==> src/hdl/hcbp_pkg.sv <==
// Shared constants, codes and controller/datapath interface types for the bit packer.
package hcbp_pkg;

   localparam int SYMBOLS      = 256;
   localparam int MAX_CODE_LEN = 16;
   localparam int TBL_AW       = (SYMBOLS > 1) ? $clog2(SYMBOLS) : 1;

   localparam int CODE_W  = 16;
   localparam int LEN_W   = 5;
   localparam int BYTE_W  = 8;
   localparam int SYM_W   = 8;
   localparam int ENTRY_W = CODE_W + LEN_W;
   localparam int WIN_W   = BYTE_W + CODE_W;
   localparam int EFF_MAX_LEN = (MAX_CODE_LEN < CODE_W) ? MAX_CODE_LEN : CODE_W;

   typedef enum logic [1:0] {
      FUNC_LOAD   = 2'd0,
      FUNC_ENCODE = 2'd1,
      FUNC_FLUSH  = 2'd2,
      FUNC_NONE   = 2'd3
   } func_type;

   typedef enum logic [1:0] {
      ST_IDLE,
      ST_LOOK,
      ST_EMIT,
      ST_FLUSH
   } state_type;

   typedef struct packed {
      logic tbl_wr;    // write table entry from request beat
      logic tbl_rd;    // read table entry for request symbol
      logic calc;      // merge looked-up code into buffer, latch window
      logic emit;      // load one packed byte into output register
      logic sel;       // which window byte to emit
      logic last;      // last byte of this item
      logic flush_out; // load padded buffer into output register, clear buffer
   } ctl_cmd_type;

   typedef struct packed {
      logic [1:0] n_bytes;  // full bytes pushed out by current lookup
      logic       out_free; // output register can take a byte this cycle
   } ctl_stat_type;

endpackage

==> src/hdl/hcbp_ctrl.sv <==
// Sequencer for table loads, lookups, byte emission and flushes.
module hcbp_ctrl
   import hcbp_pkg::*;
(
   input  logic         clock,
   input  logic         reset,
   input  logic         req_tvalid,
   output logic         req_tready,
   input  func_type     req_func,
   input  ctl_stat_type stat,
   output ctl_cmd_type  cmd
);

   state_type state_ff, state_in;
   logic [1:0] nbytes_ff, nbytes_in;
   logic       idx_ff, idx_in;
   logic       is_last;

   always_ff @(posedge clock) begin
      if (reset) begin
         state_ff  <= ST_IDLE;
         nbytes_ff <= 2'd0;
         idx_ff    <= 1'b0;
      end else begin
         state_ff  <= state_in;
         nbytes_ff <= nbytes_in;
         idx_ff    <= idx_in;
      end
   end

   assign is_last = ({1'b0, idx_ff} + 2'd1) == nbytes_ff;

   always_comb begin
      state_in   = state_ff;
      nbytes_in  = nbytes_ff;
      idx_in     = idx_ff;
      req_tready = 1'b0;
      cmd        = '0;
      cmd.sel    = idx_ff;
      cmd.last   = is_last;
      unique case (state_ff)
         ST_IDLE: begin
            req_tready = 1'b1;
            if (req_tvalid) begin
               unique case (req_func)
                  FUNC_LOAD:   cmd.tbl_wr = 1'b1;
                  FUNC_ENCODE: begin
                     cmd.tbl_rd = 1'b1;
                     state_in   = ST_LOOK;
                  end
                  FUNC_FLUSH:  state_in = ST_FLUSH;
                  default:     ;
               endcase
            end
         end
         ST_LOOK: begin
            cmd.calc  = 1'b1;
            nbytes_in = stat.n_bytes;
            idx_in    = 1'b0;
            state_in  = (stat.n_bytes == 2'd0) ? ST_IDLE : ST_EMIT;
         end
         ST_EMIT: begin
            if (stat.out_free) begin
               cmd.emit = 1'b1;
               if (is_last) begin
                  state_in = ST_IDLE;
               end else begin
                  idx_in = 1'b1;
               end
            end
         end
         ST_FLUSH: begin
            if (stat.out_free) begin
               cmd.flush_out = 1'b1;
               state_in      = ST_IDLE;
            end
         end
         default: state_in = ST_IDLE;
      endcase
   end

endmodule

==> config.mk <==
export PLATFORM = sky130hd
export DESIGN_NAME = hcbp_ctrl
export DESIGN_NICKNAME = d
export VERILOG_FILES = /design/src/hdl/hcbp_pkg.sv /design/src/hdl/hcbp_ctrl.sv
export SDC_FILE = /design/constraint.sdc
export NUM_CORES = 1
export LEC_CHECK = 0
export ABC_AREA = 1
export CORE_AREA = 2 2 39 41
export CTS_CLUSTER_DIAMETER = 120
export DETAILED_ROUTE_END_ITERATION = 7
export DIE_AREA = 0 0 41 43
export DONT_BUFFER_PORTS = 1
export PLACE_DENSITY = 0.41
export SLEW_MARGIN = 20
export SYNTH_ARGS = -nofsm -noshare
export SYNTH_HDL_FRONTEND = slang
export SYNTH_SLANG_ARGS = --single-unit
==> constraint.sdc <==
create_clock -name clock -period 0.95 [get_ports clock]
set_clock_uncertainty 0.05 [all_clocks]
set_input_delay 0.1425 -clock clock [delete_from_list [all_inputs] [get_ports clock]]
set_output_delay 0.1425 -clock clock [all_outputs]
set_load 0.01 [all_outputs]
==> results of run 1 <==
flip-flops by register name, indices dropped and copies added, names as in the netlist:
| signal | count |
|---|---|
| nbytes_ff | 2 |
| state_ff | 2 |
| idx_ff | 1 |
stage by stage:
step | worst slack [ns] | std cells
5_1_grt | -0.2097 | 94
3_5_place_dp | -0.1056 | 84
4_1_cts | -0.1857 | 92
2_1_floorplan | -0.01834 | 62
6_report | -0.1790 | 94
3_3_place_gp | -0.1029 | 84
layer usage:
layer	vias to the layer above	wire length, µm	global-route usage, %
met1	174	328	15.11
met4	0	0	10.00
met2	7	436	17.50
li1	218	-	-
met3	0	33	3.665
met5	-	0	0
worst register-to-register path, delay by kind of cell, from the launching register on:
| kind | cells | cell delay (ns) |
|---|---|---|
| buf+inv | 2 | 0.10 |
| simple gates | 5 | 0.37 |
| flops | 1 | 0.38 |
cells in the final DEF, fill, tap and decap left out, types with 3 or more instances in the layout:
cell	instances
nand2_2	3
inv_1	5
clkbuf_4	3
nand3_1	3
ha_1	3
buf_6	3
inv_2	7
a21oi_1	3
buf_4	8
nor2_2	4
dlygate4sd3_1	3
dfxtp_2	3
nand2_1	18
final cells by class:
type,instances,area [µm²]
fillers,165,800.8
multi-input cells,42,254.0
repair buffers,14,123.9
flip-flops and latches,5,107.6
inverters,13,51.30
clock buffers,4,26.28
well taps,16,20.02
kinds of logic after synthesis:
kind of cell / after synthesis / share of synthesized area (%)
buf+inv: 15 / 16.56
flops: 5 / 25.98
simple gates: 34 / 40.26
compound gates: 5 / 7.468
fa+ha+maj: 3 / 9.741
worst min-delay path by stage:
| stage | startpoint | end | slack [ns] | depth (start not counted) |
|---|---|---|---|---|
| finish | stat[0] | state_ff[0] | 0.06 | 3 |
| global route | stat[0] | state_ff[0] | 0.09 | 3 |
| CTS | stat[2] | nbytes_ff[1] | 0.008 | 2 |
| detailed placement | reset | idx_ff | 0.16 | 1 |
| global placement | reset | nbytes_ff[0] | 0.16 | 1 |
| floorplan | reset | idx_ff | 0.16 | 1 |
report_power, final:
group / switching (µW) / total [µW] / internal, µW
Clock: 90.1 / 249 / 159
Sequential: 26.4 / 264 / 237
Combinational: 177 / 319 / 142
timing repair:
| action | in CTS | in global routing |
|---|---|---|
| endpoints found under the setup margin | 12 | 12 |
| pin swaps | 1 | 2 |
| gates resized for setup | 16 | 5 |
| endpoints found under the hold margin | 5 | 1 |
| hold buffers | 2 | 1 |
| setup buffers | 2 | 1 |
==> results_dict.tcl, run 1 <==
set metrics [dict create \
    irDropWorstVdd_v 0.0005583 \
    syn_inst 62 \
    fin_ws_ns -0.1790 \
    cp-start-kind "register" \
    fin_nets 90 \
    yosysMostFrequentCell "nand2_1" \
    post_dp_cell_area_um2 450.4 \
    io_pins 16 \
    clk_pin_slew_ns 0.05 \
    fin_hold_ws_ns 0.06473 \
    routedWlPerCell_um 8.489 \
    cts_tree "built" \
    synth-edff-count 0 \
    reg2reg_depth 7 \
    syn_nets 73 \
    die_w_um 41 \
    grt_pass1_vias 371 \
    netlist_area_um2 385.4 \
    numPortBuffers 0 \
    htree_levels 1 \
    regToRegStartpoint "state_ff[0]" \
    diodes 0 \
    die_h_um 43 \
    finalSetupTns_ns -1.007 \
    max-cap-violations 0 \
    rr_endpoint "state_ff[1]" \
    dieArea_um2 1763 \
    async_flop_share_pct 0 \
    crit_family "flip-flops" \
    yosys-top-cells-count "20 x nand2_1, 9 x inv_1, 5 x dfxtp_1, 5 x nor2_1" \
    fmax_mhz 885.7 \
    clk_latency_ns 0.24 \
    synth.distinct_cells 14 \
    drt_iter0_drc 1 \
    finalInstanceArea_um2 583.1 \
    cp-end-kind "primary output" \
    power_leakage_uw 0.0002766 \
    crit_buf_inv 1 \
    startpoint "state_ff[0]" \
    crit_arrival_ns 0.94 \
    drt_pass1_iterations 2 \
    critical_path_class "register to primary output" \
    gp_congestion 0.6884 \
    cp_data_required_time_ns 0.76 \
    core_area_um2 1384 \
    p_total_uw 832.0 \
    rsz0062_at_grt "yes" \
    worst-path-max-fanout 5 \
    status "complete, but fails checks" \
    vias 399 \
    synth_area_leader_cell "dfxtp_1" \
    overflow 0 \
    ys_seq_elements 5 \
    grt_max_degree 6 \
    crit_path_top_delay_cell "dfxtp_4" \
    worstMarginPinSlew_ns 0.2565 \
    setup_viol 10 \
    synthToLayoutAreaGrowth_pct 51.30 \
    path_cells "nor3_4 -> buf_6" \
    endpoint "cmd[3]" \
    min_period_ns 1.129 \
    wl_um 798 \
    post-route-period-util_pct 118.8 \
    cts.sinks 5 \
    dp_hpwl_um 636.5 \
    slew_viol_final 0 \
    drc 0 \
    vias_per_cell 4.245 \
    row_count 14 \
    synth.area.top_cells "dfxtp_1 26%, nand2_1 19%, ha_1 9.7%" \
    hp-class "primary input to register" \
    grt_util_all_layers_pct 12.55 \
    regToRegSetupSlack_ns -0.05 \
    hold_violations 0 \
    synth_top_area_share_pct 25.97 \
    syn_area_per_cell_um2 6.216 \
    power_density_nw_per_um2 1427 \
    start_util_pct 27.85 \
    cts_buffer_depth 2 \
    yosys_warnings 0 \
    critical_path_depth 2 \
    synth-seq-area-share_pct 25.97 \
    grt_pass1_wl_mm 1.442 \
    synth_ff_type "dfxtp_1" \
    drive_above_1_share_pct 50.00 \
    critPathMaxStageDelay_ns 0.36 \
    numCtsBuffers 3 \
    ant_nets 0 \
    violations "setup timing" \
    cts_root_buf "clkbuf_4" \
    relSlewSlack_pct 82.84 \
    finalCoreUtilization_pct 42.13 \
    grt_antenna_before_repair 0 \
]
Note: power is estimated with default switching activity, not from simulation.
==> run 2: changes to the inputs <==
--- a/config.mk
+++ b/config.mk
@@ -11,7 +11,7 @@
 export DETAILED_ROUTE_END_ITERATION = 7
 export DIE_AREA = 0 0 41 43
 export DONT_BUFFER_PORTS = 1
-export PLACE_DENSITY = 0.41
+export PLACE_DENSITY = 0.39
 export SLEW_MARGIN = 20
 export SYNTH_ARGS = -nofsm -noshare
 export SYNTH_HDL_FRONTEND = slang
==> constraint.sdc (replaced) <==
create_clock -name clock -period 1.4 [get_ports clock]
set_clock_uncertainty 0.05 [all_clocks]
set_input_delay 0.21 -clock clock [delete_from_list [all_inputs] [get_ports clock]]
set_output_delay 0.21 -clock clock [all_outputs]
set_load 0.01 [all_outputs]
==> run 2 against run 1 <==
  * The flow now finishes without violations
  * First-iteration DRC count rose by 100%
  * Global-route usage fell by 2.2 points
  * Via count fell by 14%
  * Non-clock buffer count fell by 13
  * Combinational power fell by 57%
  * Critical endpoint unchanged
  * Sequential share of layout area rose by 5.2 points
  * Cell area fell by 27%
  * Largest power group is now sequential cells
==> results_dict.tcl, run 2 (same netlist as run 1, synthesis figures left out) <==
set metrics [dict create \
    status "finished, final reports clean" \
    p_total_uw 477.0 \
    min_period_ns 1.227 \
    max-cap-violations 0 \
    post-route-period-util_pct 87.68 \
    routedWlPerCell_um 8.938 \
    hold_depth 3 \
    slew_viol_final 0 \
    finalCoreUtilization_pct 30.92 \
    wl_um 724 \
    drc 0 \
    grt_antenna_before_repair 0 \
    vias 344 \
    synthToLayoutAreaGrowth_pct 11.04 \
    rsz0062_at_grt "no" \
    worstMarginPinSlew_ns 0.2760 \
    numPortBuffers 0 \
    ant_nets 0 \
    power_density_nw_per_um2 1115 \
    row_count 14 \
    reg2reg_depth 7 \
    drt_pass1_iterations 4 \
    critical_path_class "register to primary output" \
    post_dp_cell_area_um2 390.4 \
    largest_registers "nbytes_ff: 2 flops, state_ff: 2 flops, idx_ff: 1 flops" \
    cts_root_buf "clkbuf_4" \
    cp-end-kind "primary output" \
    layout_common_cells "20 x nand2_1, 9 x inv_1, 5 x nor2_1" \
    finalSetupTns_ns 0 \
    worst-path-max-fanout 6 \
    cp-start-kind "register" \
    relSlewSlack_pct 81.50 \
    numCtsBuffers 3 \
    fin_ws_ns 0.1725 \
    vias_per_cell 4.247 \
    irDropWorstVdd_v 0.0006249 \
    hp-class "primary input to register" \
    drt_iter0_drc 2 \
    grt_pass1_wl_mm 1.221 \
    cts.sinks 5 \
    crit_arrival_ns 0.97 \
    diodes 0 \
    dp_hpwl_um 585.9 \
    clk_pin_slew_ns 0.04 \
    cp_data_required_time_ns 1.14 \
    htree_levels 1 \
    gp_congestion 0.6089 \
    die_w_um 41 \
    fin_nets 77 \
    core_area_um2 1384 \
    cts_buffer_depth 2 \
    finalInstanceArea_um2 427.9 \
    fmax_mhz 814.7 \
    dieArea_um2 1763 \
    start_util_pct 27.85 \
    io_pins 16 \
    grt_pass1_vias 296 \
    pre_cts_slack_ns 0.2948 \
    power_leakage_uw 0.0002090 \
    overflow 0 \
    setup_viol 0 \
    drive_above_1_share_pct 23.08 \
    layout_commonest_cell "nand2_1" \
    clk_latency_ns 0.24 \
    grt_max_degree 7 \
    die_h_um 43 \
    cts_tree "built" \
    grt_util_all_layers_pct 10.35 \
    hold_violations 0 \
]
## run 2: cell count changes in the layout (fill, tap and decap cells not counted), sizes merged
cell,delta
buf,-11
dlygate4sd3,-2
## run 2: power breakdown
part	internal [µW]	leakage, µW	switching, µW	total (µW)
registers	159	0.0000413	17.0	176
clock network	108	0.0000150	55.9	163
logic	45.7	0.000153	92.0	138
## run 2: metal layers
metal  GRT usage (%)  part of all wire, %
met5               0                    0
met4           2.000                    0
met2           15.00                   46
met3           7.330                  8.6
met1           12.26                   45
## run 2: what timing repair did
| action | CTS | global route |
|---|---|---|
| hold buffers | 1 | 0 |
| hold endpoints to repair | 4 | 0 |
| buffers inserted | 0 | 0 |
| endpoints found under the setup margin | 0 | 1 |
| resized for setup | 0 | 1 |
## run 2: area by class of cell
cell class | instances | area, µm²
multi-input combinational | 42 | 221.5
sequential | 5 | 101.3
tap | 16 | 20.02
timing repair buffer | 1 | 10.01
inverter | 13 | 48.80
fill | 156 | 955.9
clock buffer | 4 | 26.28
## run 2: stage by stage
step | std cells | hold WS [ns]
floorplan | 62 | 0.2291
global placement | 76 | 0.2306
detailed placement | 76 | 0.2326
CTS | 81 | 0.05639
global route | 81 | 0.05225
finish | 81 | 0.06123
## run 2: worst paths after layout
| check | from | slack, ns | endpoint |
|---|---|---|---|
| worst max-delay path | state_ff[1] | 0.17 | cmd[3] |
| worst min-delay path | reset | 0.06 | state_ff[1] |
| worst max register to register | state_ff[1] | 0.35 | state_ff[1] |
| worst min register to register | nbytes_ff[0] | 0.43 | nbytes_ff[0] |
## run 2: critical path: stages, from the launching register on
cell and delay, ns:
dfxtp_1 0.36, inv_2 0.10, nor3_2 0.28
==> run 3: changes to the inputs <==
--- a/config.mk
+++ b/config.mk
@@ -12,6 +12,7 @@
 export DIE_AREA = 0 0 41 43
 export DONT_BUFFER_PORTS = 1
 export PLACE_DENSITY = 0.39
+export SETUP_SLACK_MARGIN = 0.3
 export SLEW_MARGIN = 20
 export SYNTH_ARGS = -nofsm -noshare
 export SYNTH_HDL_FRONTEND = slang
==> run 3 against run 2 <==
  * Clock-buffer cell count unchanged
  * Power grew 18%
  * Sequential power up 7%
  * Critical endpoint is now cmd[5]
  * Largest cell class unchanged
  * Largest power group is now combinational logic
  * Highest routed layer unchanged
==> results_dict.tcl, run 3 (same netlist as run 1, synthesis figures left out) <==
set metrics [dict create \
    irDropWorstVdd_v 0.0006022 \
    p_switching_uw 209.7 \
    crit_buf_inv 1 \
    start_util_pct 27.85 \
    post-route-period-util_pct 81.25 \
    layout_commonest_cell "nand2_1" \
    cts_root_buf "clkbuf_4" \
    row_count 14 \
    crit_family "flip-flops" \
    cts_tree "built" \
    htree_levels 1 \
    crit_path_top_delay_cell "dfxtp_4" \
    clk_pin_slew_ns 0.04 \
    ant_nets 0 \
    power_leakage_uw 0.0002384 \
    cp-start-kind "register" \
    grt_pass1_wl_mm 1.331 \
    combinationalPowerShare_pct 37.2 \
    fmax_mhz 879.1 \
    p_sw_share_pct 37.15 \
    layout_common_cells "17 x nand2_1, 7 x inv_1, 4 x nor2_2, 4 x a21oi_1, 4 x buf_4" \
    grt_pass1_vias 346 \
    relSlewSlack_pct 86.37 \
    critPathMaxStageDelay_ns 0.37 \
    synthToLayoutAreaGrowth_pct 38.64 \
    drive_above_1_share_pct 43.48 \
    hold_violations 0 \
    finalCoreUtilization_pct 38.61 \
    cts_buffer_depth 2 \
    largest_registers "nbytes_ff: 2 flops, state_ff: 2 flops, idx_ff: 1 flops" \
    finalInstanceArea_um2 534.3 \
    path_cells "inv_6 -> nand2_8 -> nor2_4" \
    vias 370 \
    overflow 0 \
    hp-class "primary input to register" \
    setup_viol 0 \
    die_h_um 43 \
    dieArea_um2 1763 \
    fill_cells 151 \
    grt_max_degree 6 \
    numPortBuffers 0 \
    power_density_nw_per_um2 1057 \
    finalSetupTns_ns 0 \
    numCtsBuffers 3 \
    max-cap-violations 0 \
    worstMarginPinSlew_ns 0.2038 \
    min_period_ns 1.138 \
    stdcell_count 85 \
    cell_internal_pwr_uw 354.8 \
    dp_cells 76 \
    grt_util_all_layers_pct 11.17 \
    rsz0062_at_grt "yes" \
    slew_viol_final 0 \
    clkPwrFrac_pct 29.4 \
    dp_hpwl_um 585.9 \
    worst-path-max-fanout 5 \
    diodes 0 \
    seqPwrFrac_pct 33.5 \
    grt_antenna_before_repair 0 \
    post_dp_cell_area_um2 390.4 \
    crit_arrival_ns 0.88 \
    vias_per_cell 4.353 \
    drc 0 \
    drt_pass1_iterations 2 \
    io_pins 16 \
    critical_path_class "register to primary output" \
    fin_hold_ws_ns 0.04972 \
    drt_iter0_drc 4 \
    cp-end-kind "primary output" \
    core_area_um2 1384 \
    wl_um 779 \
    gp_congestion 0.6089 \
    cts.sinks 5 \
    cp_data_required_time_ns 1.14 \
    die_w_um 41 \
    status "finished, final reports clean" \
    clk_latency_ns 0.24 \
    routedWlPerCell_um 9.165 \
    fin_nets 81 \
]
==> run 3: power groups by stage <==
stage	Combinational (µW)	Clock (µW)	Sequential, µW
floorplan	128	0	173
global placement	138	0	178
detailed placement	137	0	178
CTS	209	173	184
global route	235	187	191
finish	210	166	189
==> run 3: cell type report <==
class / instances / area [µm²] / share of cell area [%]
clock buffers: 4 / 26.28 / 4.918
repair buffers: 5 / 40.04 / 7.494
multi-input cells: 42 / 266.5 / 49.88
inverters: 13 / 68.82 / 12.88
well taps: 16 / 20.02 / 3.747
flip-flops and latches: 5 / 112.6 / 21.08
==> run 3: worst reg2reg max path: stages, from the launching register on <==
cell     delay [ns]
dfxtp_4        0.40
inv_6          0.06
nand2_8        0.10
buf_4          0.11
nor2_2         0.03
nor2_2         0.07
nand3_1        0.07
nand2_1        0.06
inv_1          0.03
==> run 3: timing repair <==
item | 4_1_cts | 5_1_grt
hold buffers | 1 | 0
pin swaps | 4 | 3
endpoints found under the setup margin | 7 | 8
resized for setup | 22 | 7
setup buffers | 4 | 0
endpoints found under the hold margin | 4 | 0
==> run 3: stage by stage <==
stage / worst slack, ns / total power [µW]
global route: 0.2090 / 613.4
floorplan: 0.3662 / 301.1
global placement: 0.2980 / 316.0
detailed placement: 0.2948 / 314.6
CTS: 0.2440 / 566.2
finish: 0.2625 / 564.5
==> run 3: final timing paths <==
check	startpoint	end	slack [ns]	cells past startpoint
hold / removal	reset	state_ff[1]	0.05	3
setup reg to reg	state_ff[0]	state_ff[1]	0.32	8
hold reg to reg	nbytes_ff[0]	nbytes_ff[0]	0.43	2
setup / recovery	state_ff[0]	cmd[5]	0.26	3
==> run 3: routing by layer <==
metal	GRT usage [%]	vias to the layer above	routed length (µm)	share of wire, %
li1	-	198	-	-
met2	17.81	12	414	53
met3	7.330	0	70	9.0
met4	2.000	0	0	0
met1	11.97	160	295	38
met5	0	-	0	0
